File: src/hw/rtl/lmsd_pkg.sv
// Shared types, constants and colour decode for the LED matrix scan driver.
package lmsd_pkg;

    localparam int LINE_LENGTH = 64;
    localparam int HALF_LINES  = 16;
    localparam int SCAN_LIMIT  = 1024;

    localparam int COLOR_W    = 8;
    localparam int COL_W      = $clog2(LINE_LENGTH);
    localparam int HALF_W     = $clog2(HALF_LINES);
    localparam int LINE_W     = HALF_W + 1;
    localparam int BANK_DEPTH = HALF_LINES * LINE_LENGTH;
    localparam int BANK_AW    = $clog2(BANK_DEPTH);
    localparam int POS_W      = $clog2(SCAN_LIMIT + 1);
    localparam int ROW_W      = 4;
    localparam int REQ_W      = 2;

    localparam logic [COLOR_W-1:0] OFF_CODE = 8'hFF;

    localparam int S_TDATA_W = 24;
    localparam int M_TDATA_W = 24;

    typedef enum logic [REQ_W-1:0] {
        REQ_WRITE = 2'd0,
        REQ_READ  = 2'd1,
        REQ_TICK  = 2'd2,
        REQ_NONE  = 2'd3
    } lmsd_req_t;

    // One bank access for a cycle
    typedef struct packed {
        logic               en;
        logic               we;
        logic [BANK_AW-1:0] addr;
        logic [COLOR_W-1:0] wdata;
    } lmsd_ram_req_t;

    // Item waiting on bank read data
    typedef struct packed {
        logic             valid;
        logic             is_read;
        logic             is_tick;
        logic             bank;
        logic             latch;
        logic [ROW_W-1:0] row;
        logic             clock_level;
    } lmsd_s1_t;

    // Colour code to RGB bits: bit 0 red, bit 1 green, bit 2 blue
    function automatic logic [2:0] color_decode(input logic [COLOR_W-1:0] code);
        logic [2:0] bits;
        begin
            unique case (code)
                8'd0:    bits = 3'b001;
                8'd1:    bits = 3'b100;
                8'd2:    bits = 3'b010;
                8'd3:    bits = 3'b101;
                8'd4:    bits = 3'b011;
                8'd5:    bits = 3'b110;
                8'd6:    bits = 3'b111;
                default: bits = 3'b000;
            endcase
            return bits;
        end
    endfunction

endpackage

File: src/hw/rtl/lmsd_pin_out.sv
// Output stage: colour decode, held pin state and result register.
module lmsd_pin_out
    import lmsd_pkg::*;
(
    input  logic                 aclk,
    input  logic                 aresetn,
    input  lmsd_s1_t             s1,
    input  logic [COLOR_W-1:0]   rdata0,
    input  logic [COLOR_W-1:0]   rdata1,
    output logic                 s1_take,
    output logic                 m_tvalid,
    input  logic                 m_tready,
    output logic [M_TDATA_W-1:0] m_tdata
);

    logic [5:0]           color_pins_reg, color_pins_next;
    logic [ROW_W-1:0]     row_sel_reg, row_sel_next;
    logic                 m_tvalid_reg, m_tvalid_next;
    logic [M_TDATA_W-1:0] m_tdata_reg, m_tdata_next;
    logic [COLOR_W-1:0]   read_color;

    assign s1_take  = !m_tvalid_reg || m_tready;
    assign m_tvalid = m_tvalid_reg;
    assign m_tdata  = m_tdata_reg;

    always_comb begin
        color_pins_next = color_pins_reg;
        row_sel_next    = row_sel_reg;
        m_tvalid_next   = m_tvalid_reg;
        m_tdata_next    = m_tdata_reg;
        read_color      = '0;
        if (s1.is_read) begin
            read_color = s1.bank ? rdata1 : rdata0;
        end
        if (s1_take) begin
            m_tvalid_next = s1.valid;
            if (s1.valid) begin
                if (s1.is_tick) begin
                    color_pins_next = {color_decode(rdata1), color_decode(rdata0)};
                    if (s1.latch) begin
                        row_sel_next = s1.row;
                    end
                end
                m_tdata_next = {3'b000, row_sel_next, s1.latch, color_pins_next,
                                s1.is_tick, s1.clock_level, read_color};
            end
        end
    end

    always_ff @(posedge aclk) begin
        if (!aresetn) begin
            color_pins_reg <= '0;
            row_sel_reg    <= '0;
            m_tvalid_reg   <= 1'b0;
        end else begin
            color_pins_reg <= color_pins_next;
            row_sel_reg    <= row_sel_next;
            m_tvalid_reg   <= m_tvalid_next;
        end
    end

    always_ff @(posedge aclk) begin
        m_tdata_reg <= m_tdata_next;
    end

endmodule

File: config.mk
export PLATFORM = sky130hd
export DESIGN_NAME = lmsd_pin_out
export DESIGN_NICKNAME = d
export VERILOG_FILES = /design/src/hw/rtl/lmsd_pkg.sv /design/src/hw/rtl/lmsd_pin_out.sv
export SDC_FILE = /design/constraint.sdc
export NUM_CORES = 1
export LEC_CHECK = 0
export BUFFER_PORTS_ARGS = -buffer_cell sky130_fd_sc_hd__buf_2
export CAP_MARGIN = 20
export CORE_MARGIN = 2
export CORE_UTILIZATION = 52
export CTS_CLUSTER_DIAMETER = 40
export DETAILED_ROUTE_END_ITERATION = 10
export PLACE_DENSITY = 0.85
export RECOVER_POWER = 50
export SYNTH_ARGS = -nofsm -noshare
export SYNTH_HDL_FRONTEND = slang
export SYNTH_SLANG_ARGS = --single-unit
File: constraint.sdc
create_clock -name aclk -period 4.4 [get_ports aclk]
set_clock_uncertainty 0.15 [all_clocks]
set_input_delay 0.44 -clock aclk [delete_from_list [all_inputs] [get_ports aclk]]
set_output_delay 0.44 -clock aclk [all_outputs]
set_load 0.01 [all_outputs]
==> results.yml <==
outcome:
  run_status: "completed"
worst_setup_path:
  crit_path_top_delay_cell: "inv_1"
  crit_path_cell_trace: "nand2b_2 -> nand2_1 -> inv_1 -> nand2_1 -> o22ai_1"
  end_kind: "register"
  crit_family: "buffers and inverters"
  path_class: "register to register"
  crit_buf_inv: 1
  crit_path_max_incr_delay_ns: 0.61
  crit_fanout: 22
  startpoint_type: "register"
  timing.critical_path.mode_cell: "nand2_1"
  cp.required_ns: 4.51
  worstPathArrival_ns: 1.91
die:
  start_util_pct: 53.91
  fp.dieW_um: 57.24
  fp.dieH_um: 57.24
  ios: 55
  die_area_mm2: 0.003276
  coreArea_mm2: 0.002734
  rows: 19
cts:
  worstSkewPairLatency_ns: 0.33
  clock-root-buffer: "clkbuf_4"
  cts_max_level: 2
  clockBufferDepth: 2
  cts_buffers: 5
  cts_tree: "yes"
  post_cts_resized: 0
  postCtsSetupRepairBufs: 0
  cts_hold_buf: 0
  cts.sinks: 32
  clk_pin_slew_ns: 0.10
yosys:
  synthMuxAreaShare_pct: 12.56
  synth_ff_type: "edfxtp_1"
  synth_compound_area_share_pct: 5.603
  synth_top_area_share_pct: 42.78
  syn_inst: 123
  yosys.area.top_type: "edfxtp_1"
  synth_fa_ha_area_share_pct: 0
  synth_most_common_cell: "edfxtp_1"
  synth_top_family_by_area: "simple AND/OR/NAND/NOR gates"
  avgSynthCellArea_um2: 11.98
  synthTopCellsByArea: "edfxtp_1 43%, dfxtp_1 15%, mux2i_1 9.5%"
  synthArstFlopShare_pct: 0
  synth_common_cells: "21 x edfxtp_1, 14 x mux2i_1, 14 x nor2b_1"
  synth_area_mm2: 0.001474
  synth_edf_count: 21
  yosysSeqAreaShare_pct: 57.72
  yosys.area_share.simple_pct: 16.04
  ys_ff_latch: 32
  yosysUniqueCellTypes: 23
  yosysWarnings: 0
  synth-xor-area-share_pct: 2.377
pwr:
  power_density_mw_per_mm2: 343.2
  vdd_drop_max_v: 0.0002552
  leakagePower_uw: 0.0007546
sta:
  fin_crit_ns: 1.796
  tns_ns: 0
  slew_viol_final: 0
  grt_setup_unrepaired: "false"
  whs_ns: 0.1257
  hold_violations: 0
  setup_violations: 0
  max_slew.worst_pin.slew_ns: 0.8169
  slew_headroom_pct: 45.48
  fin_crit_sh_pct: 40.81
  clock.fmax_mhz: 556.9
  setup_ws_ns: 2.604
routing:
  post_drt_via_cell_ratio: 5.375
  drt_pre_antenna_iters: 4
  drtIter0Drc: 19
  wl_per_cell_um: 14.22
  drc: 0
  routed-via-count: 1118
  final_antenna_net_count: 0
  wl_um: 2958
grt:
  grt_pass1_wl_um: 4650
  grt_max_degree: 23
  grt.met3_usage_pct: 4.308
  grt_pass1_vias: 1097
  overflow: 0
  met2_usage_pct: 33.33
  use_met1_pct: 20.33
  antenna_found_initial: 0
  top_usage_layer: "met2"
  track_usage_pct: 18.97
cells_and_area:
  drive_above_1_share_pct: 29.94
  largest_reg_flops: 21
  syn2layout_area_growth_pct: 20.46
  nets: 205
  multi_input_area_um2: 539.3
  n_antenna_cell: 0
  register_area_um2: 850.8
  n_fill_cell: 233
min_path:
  holdCritPathClass: "input port to register"
place:
  routabilityCongestion: 0.8275
  port_buffers: 51
  dp_hpwl_um: 2239
  pre_cts_ws_ns: 2.382
run:
  max_cap_viol_count: 0
-- kinds of logic after synthesis --
group / after synthesis
buffers and inverters: 17
AOI/OAI and AO/OA: 13
muxes: 18
other: 1
and+or+nand+nor: 38
xor gates and xnor gates: 4
DFF: 32
-- placed cells by master (no fill, tap or decap), drive strengths merged --
cell type  Yosys  routed
a21boi         1       1
and2           2       2
and3           1       1
and3b          2       2
buf            6      37
clkbuf         1      21
clkinv         0       1
conb           1       3
dfxtp         11      11
edfxtp        21      21
inv           10      10
mux2           4       4
mux2i         14      14
nand2         13      13
nand2b         1       1
nand3b         2       2
nand4          1       1
nor2b         14      14
nor4           2       2
o21ai          4       4
o22ai          6       6
o32ai          2       2
xnor2          4       4
-- through the flow --
step	utilization, %	total power, µW	instances	instance area (µm²)
2_1_floorplan	-	390.6	125	1481
3_3_place_gp	63.39	421.3	200	1733
3_5_place_dp	63.39	424.6	200	1733
4_1_cts	66.00	616.7	208	1804
5_1_grt	64.94	632.5	208	1775
6_report	64.94	609.3	208	1775
-- per-layer routing --
metal	share of wire [%]	up-vias
li1	-	533
met1	39	522
met2	50	51
met3	7.7	12
met4	3.5	0
met5	0	-
-- path summary, 6_finish.rpt --
check / from / endpoint / slack (ns) / cells past startpoint
setup / recovery: m_tvalid / color_pins_reg[0] / 2.60 / 5
setup reg to reg: m_tvalid / color_pins_reg[0] / 2.60 / 5
hold reg to reg: color_pins_reg[2] / color_pins_reg[2] / 0.33 / 2
hold / removal: s1[0] / m_tdata[8] / 0.13 / 1
-- power breakdown --
part           total, µW  leakage (µW)  internal (µW)  switching (µW)
combinational       75.1      0.000415           31.9            43.2
clock                194     0.0000404           96.3            98.2
sequential           340      0.000300            336            3.82
-- layout make-up --
cell class | count | area share (%)
clock buffer | 7 | 3.735
clock inverter | 1 | 0.2819
inverter | 10 | 2.114
multi-input combinational | 76 | 30.37
sequential | 32 | 47.92
tap | 31 | 2.185
timing repair buffer | 51 | 13.39
No activity file was read; power rests on OpenSTA's default activity.
