### src/hw/rtl/lmsd_pkg.sv
// Shared types, constants and colour decode for the LED matrix scan driver.
package lmsd_pkg;

    localparam int LINE_LENGTH = 64;
    localparam int HALF_LINES  = 16;
    localparam int SCAN_LIMIT  = 1024;

    localparam int COLOR_W    = 8;
    localparam int COL_W      = $clog2(LINE_LENGTH);
    localparam int HALF_W     = $clog2(HALF_LINES);
    localparam int LINE_W     = HALF_W + 1;
    localparam int BANK_DEPTH = HALF_LINES * LINE_LENGTH;
    localparam int BANK_AW    = $clog2(BANK_DEPTH);
    localparam int POS_W      = $clog2(SCAN_LIMIT + 1);
    localparam int ROW_W      = 4;
    localparam int REQ_W      = 2;

    localparam logic [COLOR_W-1:0] OFF_CODE = 8'hFF;

    localparam int S_TDATA_W = 24;
    localparam int M_TDATA_W = 24;

    typedef enum logic [REQ_W-1:0] {
        REQ_WRITE = 2'd0,
        REQ_READ  = 2'd1,
        REQ_TICK  = 2'd2,
        REQ_NONE  = 2'd3
    } lmsd_req_t;

    // One bank access for a cycle
    typedef struct packed {
        logic               en;
        logic               we;
        logic [BANK_AW-1:0] addr;
        logic [COLOR_W-1:0] wdata;
    } lmsd_ram_req_t;

    // Item waiting on bank read data
    typedef struct packed {
        logic             valid;
        logic             is_read;
        logic             is_tick;
        logic             bank;
        logic             latch;
        logic [ROW_W-1:0] row;
        logic             clock_level;
    } lmsd_s1_t;

    // Colour code to RGB bits: bit 0 red, bit 1 green, bit 2 blue
    function automatic logic [2:0] color_decode(input logic [COLOR_W-1:0] code);
        logic [2:0] bits;
        begin
            unique case (code)
                8'd0:    bits = 3'b001;
                8'd1:    bits = 3'b100;
                8'd2:    bits = 3'b010;
                8'd3:    bits = 3'b101;
                8'd4:    bits = 3'b011;
                8'd5:    bits = 3'b110;
                8'd6:    bits = 3'b111;
                default: bits = 3'b000;
            endcase
            return bits;
        end
    endfunction

endpackage

### src/hw/rtl/lmsd_scan_ctrl.sv
// Input stage: clearing pass, scan position, shift clock and bank addressing.
module lmsd_scan_ctrl
    import lmsd_pkg::*;
(
    input  logic                 aclk,
    input  logic                 aresetn,
    input  logic                 s_tvalid,
    output logic                 s_tready,
    input  logic [S_TDATA_W-1:0] s_tdata,
    input  logic [REQ_W-1:0]     s_tuser,
    input  logic                 s1_take,
    output lmsd_s1_t             s1,
    output lmsd_ram_req_t        ram0_req,
    output lmsd_ram_req_t        ram1_req,
    output logic                 clear_busy
);

    logic                clear_busy_reg;
    logic [BANK_AW-1:0]  clear_cnt_reg;
    logic [BANK_AW-1:0]  clear_cnt_next;
    logic                clear_busy_next;
    logic                clock_pin_reg, clock_pin_next;
    logic [POS_W-1:0]    scan_pos_reg, scan_pos_next;
    lmsd_s1_t            s1_reg, s1_next, s1_new;

    logic                s_accept;
    lmsd_req_t           req;
    logic [LINE_W-1:0]   line_index;
    logic [COL_W-1:0]    position_index;
    logic [COLOR_W-1:0]  pixel_color;
    lmsd_ram_req_t       pix_req;
    logic [HALF_W-1:0]   scan_line;
    logic [COL_W-1:0]    scan_offs;

    assign req            = lmsd_req_t'(s_tuser);
    assign line_index     = s_tdata[LINE_W-1:0];
    assign position_index = s_tdata[LINE_W +: COL_W];
    assign pixel_color    = s_tdata[LINE_W + COL_W +: COLOR_W];

    assign scan_line = scan_pos_reg[COL_W +: HALF_W];
    assign scan_offs = scan_pos_reg[COL_W-1:0];

    assign s_tready   = !clear_busy_reg && (!s1_reg.valid || s1_take);
    assign s_accept   = s_tvalid && s_tready;
    assign s1         = s1_reg;
    assign clear_busy = clear_busy_reg;

    always_comb begin
        clear_cnt_next  = clear_cnt_reg;
        clear_busy_next = clear_busy_reg;
        if (clear_busy_reg) begin
            clear_cnt_next = clear_cnt_reg + 1'b1;
            if (clear_cnt_reg == BANK_AW'(BANK_DEPTH - 1)) begin
                clear_busy_next = 1'b0;
            end
        end
    end

    always_comb begin
        ram0_req       = '0;
        ram1_req       = '0;
        pix_req        = '0;
        pix_req.en     = 1'b1;
        pix_req.addr   = {line_index[HALF_W-1:0], position_index};
        pix_req.wdata  = pixel_color;
        clock_pin_next = clock_pin_reg;
        scan_pos_next  = scan_pos_reg;
        s1_new             = '0;
        s1_new.valid       = 1'b1;
        s1_new.bank        = line_index[HALF_W];
        s1_new.clock_level = clock_pin_reg;

        if (clear_busy_reg) begin
            ram0_req.en    = 1'b1;
            ram0_req.we    = 1'b1;
            ram0_req.addr  = clear_cnt_reg;
            ram0_req.wdata = OFF_CODE;
            ram1_req       = ram0_req;
        end else if (s_accept) begin
            unique case (req)
                REQ_WRITE: begin
                    pix_req.we = 1'b1;
                    if (line_index[HALF_W]) begin
                        ram1_req = pix_req;
                    end else begin
                        ram0_req = pix_req;
                    end
                end
                REQ_READ: begin
                    s1_new.is_read = 1'b1;
                    if (line_index[HALF_W]) begin
                        ram1_req = pix_req;
                    end else begin
                        ram0_req = pix_req;
                    end
                end
                REQ_TICK: begin
                    clock_pin_next     = !clock_pin_reg;
                    s1_new.clock_level = !clock_pin_reg;
                    if (!clock_pin_reg) begin
                        if (scan_pos_reg >= POS_W'(SCAN_LIMIT)) begin
                            scan_pos_next = '0;
                        end else begin
                            // Top pixel from the low bank, bottom from the high one
                            scan_pos_next  = scan_pos_reg + 1'b1;
                            s1_new.is_tick = 1'b1;
                            s1_new.latch   = (scan_offs == COL_W'(LINE_LENGTH - 1));
                            s1_new.row     = ROW_W'(scan_line);
                            ram0_req.en    = 1'b1;
                            ram0_req.addr  = {scan_line, scan_offs};
                            ram1_req       = ram0_req;
                        end
                    end
                end
                REQ_NONE: begin
                end
            endcase
        end
    end

    // Load an accepted beat into the empty or draining slot; drop a taken one
    always_comb begin
        s1_next = s1_reg;
        if (s_accept) begin
            s1_next = s1_new;
        end else if (s1_take) begin
            s1_next = '0;
        end
    end

    always_ff @(posedge aclk) begin
        if (!aresetn) begin
            clear_busy_reg <= 1'b1;
            clear_cnt_reg  <= '0;
            clock_pin_reg  <= 1'b0;
            scan_pos_reg   <= '0;
            s1_reg         <= '0;
        end else begin
            clear_busy_reg <= clear_busy_next;
            clear_cnt_reg  <= clear_cnt_next;
            clock_pin_reg  <= clock_pin_next;
            scan_pos_reg   <= scan_pos_next;
            s1_reg         <= s1_next;
        end
    end

endmodule

### config.mk
export PLATFORM = sky130hd
export DESIGN_NAME = lmsd_scan_ctrl
export DESIGN_NICKNAME = d
export VERILOG_FILES = /design/src/hw/rtl/lmsd_pkg.sv /design/src/hw/rtl/lmsd_scan_ctrl.sv
export SDC_FILE = /design/constraint.sdc
export NUM_CORES = 1
export LEC_CHECK = 0
export BUFFER_PORTS_ARGS = -buffer_cell sky130_fd_sc_hd__buf_2
export CORE_ASPECT_RATIO = 1.5
export CORE_UTILIZATION = 45
export CTS_BUF_LIST = sky130_fd_sc_hd__clkbuf_8
export CTS_CLUSTER_DIAMETER = 30
export DETAILED_ROUTE_END_ITERATION = 10
export PLACE_DENSITY_LB_ADDON = 0.1
export SLEW_MARGIN = 20
export SYNTH_ARGS = -nofsm -noshare
export SYNTH_HDL_FRONTEND = slang
export SYNTH_SLANG_ARGS = --single-unit
### constraint.sdc
create_clock -name aclk -period 1.4 [get_ports aclk]
set_input_delay 0.28 -clock aclk [delete_from_list [all_inputs] [get_ports aclk]]
set_output_delay 0.28 -clock aclk [all_outputs]
set_load 0.02 [all_outputs]
==> metrics.md <==
| Metric | Value |
|---|---|
| Number of max-slew violations in the final report | 0 |
| Detail Route met3 WL | 809 um |
| Post-synth top cells | 46 x nor2_1, 33 x dfxtp_1, 25 x o21ai_0 |
| Shortest clock period the worst path allows after layout | 2110 ps |
| DRT met1 WL | 3.08 mm |
| Combined global-route utilization of all metal layers | 0.348 |
| Worst Path Required | 1120 ps |
| Synthesized area per cell | roughly 7.7 um2 |
| Wire per inst | 22.7 um |
| Met2 routed wirelength | 5.22 mm |
| TritonCTS clock tree | yes |
| Number of synthesized flops with an enable pin | 0 |
| Area share of the largest cell type after synthesis | 0.334 |
| Top cells by area, synth | dfxtp_1 33%, a22oi_1 9.1%, nor2_1 8.7% |
| Top routing layer in use | met4 |
| IO Port Bufs | 76 |
| Largest net degree at the start of global routing | 24 |
| Share of layout cells above drive strength 1 | 0.569 |
| Buffer type at the clock tree root | clkbuf_8 |
| Wire length of the first global-routing pass | 12.8 mm |
| Least setup slack across all paths after layout | -705 ps |
| Routed wire length | 9.89 mm |
| Type of element launching the critical path | flop |
| Post-route clock period utilization | 1.50 |
| Average via count per standard cell | 6.58 |
| Max frequency | ~480 MHz |
| Clock tree skew after final layout | between 7 and 8 ps |
| Maximum net fanout on the critical path | 21 |
| Number of core rows | 29 |
| Slack of the worst reg-to-reg path | -490 ps |
| Combinational cell fraction of total power | 0.155 |
| Setup repair after global routing missed its margin | yes |
| Max-slew headroom | 0.728 |
| Iteration-0 DRC Markers | 245 |
| Cell area power density | between 500 and 600 mW/mm2 |
| Area of combinational cells with multiple inputs | 0.00175 mm2 |
| Commonest register cell after synthesis | dfxtp_1 |
| Final #Nets | between 400 and 500 |
| Final setup violation count | 61 |
| Data arrival time of the critical path | 1830 ps |
| Clock buffers created by TritonCTS | 5 |
| Via count of the first global-routing pass | ~2700 |
| Chip Height | 83.2 um |
| Placed cell count | 415 |
| Ports | 82 |
| Post-Syn Instances | 258 |
| Filler Cells Inserted | 189 |
| Clock network power share | 0.375 |
| Antenna violations before repair | 0 |
| Endpoint class of the critical path | output port |
| Count of nets left with antenna violations after detail routing | 0 |
| Cell internal pwr | 1.43 mW |
| Die width | approximately 56 um |
| Number of buffers on the longest clock path | 2 |
| Number of warnings reported in the yosys synthesis log | 0 |
| Post-synthesis sequential element count | 33 |
| Post-detail-place hpwl | 4.79 mm |
| Area growth from synthesis to layout | 90.6% |
| Worst voltage drop across the vdd grid | 768 uV |
| Syn_nets | 291 |
| Path depth of the worst reg2reg path | 7 |
| Classification of the worst setup path | flop to output port |
| Critical R2R Capture | scan_pos_reg[5] |
| Final Non-Filler Cells | 436 |
| Hold Path End | clear_busy |
| Hold path start | aresetn |
| Net Sw Frac | 0.296 |
| Synthesized area | 0.00198 mm2 |
| Hold/Removal Path Class | input pin to flop |
| Fraction of registers with async set/reset | 0 |
| Hold slack | about 230 ps |
| Leakage power of the design | 1.55 nW |
| First drt pass iteration count | 5 |
| Sequential share of the synthesized area | 0.334 |
| Combined flip-flop and latch cell area | 671 um2 |
| Largest area contributor in the synthesized netlist | dfxtp_1 |
| Starting utilization of the core area | 0.470 |
| Cts-stage hold buffer count | 0 |
| Diode count | 0 |
| Part of the power in registers | 0.470 |
| Most used standard cell by instance count after synthesis | nor2_1 |
| Residual overflow from global routing | 0 |
| Clock transition time at the flip-flop clock pins of the worst setup and hold paths | 80 ps |
| Number of max-capacitance violations reported | 0 |
| Core Region | around 0.0042 mm2 |
| Post-route DRC violation count | 0 |
| Net switching power | between 0.5 and 0.6 mW |
| Result of the run | complete, but fails checks |
| Routability cong. | about 0.86 |
| Sinks on Clock Net | 33 |
| Routed vias | 2868 |
| H-tree levels | 2 |
| Worst reg2reg path startpoint | clock_pin_reg |
| Count of endpoints failing hold in the final timing report | 0 |
| Number of flip-flops in the largest register | 11 |
| Die ar. | 0.00467 mm2 |
| Violated checks | setup timing |
| Hold path cells | 2 |
| Transition time at the pin with the least slew margin | 407 ps |
| Number of different library cells in the post-synthesis netlist | 42 |
| Later-pin clock latency in the skew report | 300 ps |
## worst max-delay path by stage
stage | startpoint | to | slack [ps]
floorplan | clock_pin_reg | ram1_req[10] | -220
global placement | s_tuser[0] | ram1_req[14] | -390
detailed placement | s_tuser[0] | ram1_req[11] | -400
CTS | clock_pin_reg | ram1_req[17] | -580
global route | clock_pin_reg | ram0_req[8] | -730
finish | clock_pin_reg | ram0_req[8] | -710
## power groups by stage
stage / Combinational (mW) / Sequential [mW] / Clock (mW)
5_1_grt: 0.329 / 0.952 / 0.799
3_3_place_gp: 0.248 / 0.971 / 0
3_5_place_dp: 0.252 / 0.971 / 0
6_report: 0.314 / 0.951 / 0.760
2_1_floorplan: 0.143 / 0.970 / 0
4_1_cts: 0.282 / 0.949 / 0.735
## routing by layer
| metal | global-route usage | up-vias |
|---|---|---|
| met5 | 0 | - |
| met4 | 0.213 | 0 |
| met3 | 0.0514 | 70 |
| met2 | 0.637 | 239 |
| met1 | 0.360 | 1373 |
| li1 | - | 1186 |
## per-stage QoR
stage                util  setup WS (ps)  TNS, ps  cell area, um2  power, mW
global placement    0.740           -386   -13610            3120       1.22
detailed placement  0.740           -397   -14220            3120       1.22
floorplan               -           -219    -6720            2390       1.11
finish              0.895           -705   -26560            3770       2.03
CTS                 0.860           -581   -21310            3620       1.97
global route        0.895           -730   -28850            3770       2.08
## kinds of logic after synthesis
kind of cell    Yosys count  synth area share
fa+ha+maj                 3            0.0190
xor+xnor                 12            0.0532
simple gates            117             0.320
flops                    33             0.334
mux                       2            0.0101
compound gates           73             0.225
buf+inv                  18            0.0386
## placed cells by master, fill, tap and decap left out, drive strengths merged, types with 4 or more instances in the layout
cell and instances:
xor2 7, a22oi 24, or4 4, clkbuf 6
xnor2 5, nand3 9, o21ai 28, nand3b 5
nor2 48, inv 7, nand2 23, a21oi 18
buf 134, nand4 6, dfxtp 33
## repair_timing
item | in CTS | in global routing
setup buffers | 8 | 9
pin swaps | 19 | 21
cloned | 2 | 0
endpoints found under the setup margin | 56 | 63
gates resized for setup | 98 | 34
## critical path, cell delays in order, from the launching register on
cell and delay, ps:
dfxtp_2 320, or3b_4 390, nor2_4 120, buf_12 170, a22oi_1 140, o21ai_4 240
buf_6 150
## layout make-up
cell class | count | area share
Clock buffer | 5 | 0.0183
Clock inverter | 3 | 0.00598
Inverter | 7 | 0.00697
Multi-Input combinational cell | 207 | 0.465
Sequential cell | 33 | 0.178
Tap cell | 46 | 0.0153
Timing Repair Buffer | 135 | 0.311
(Power assumes the default switching activity.)
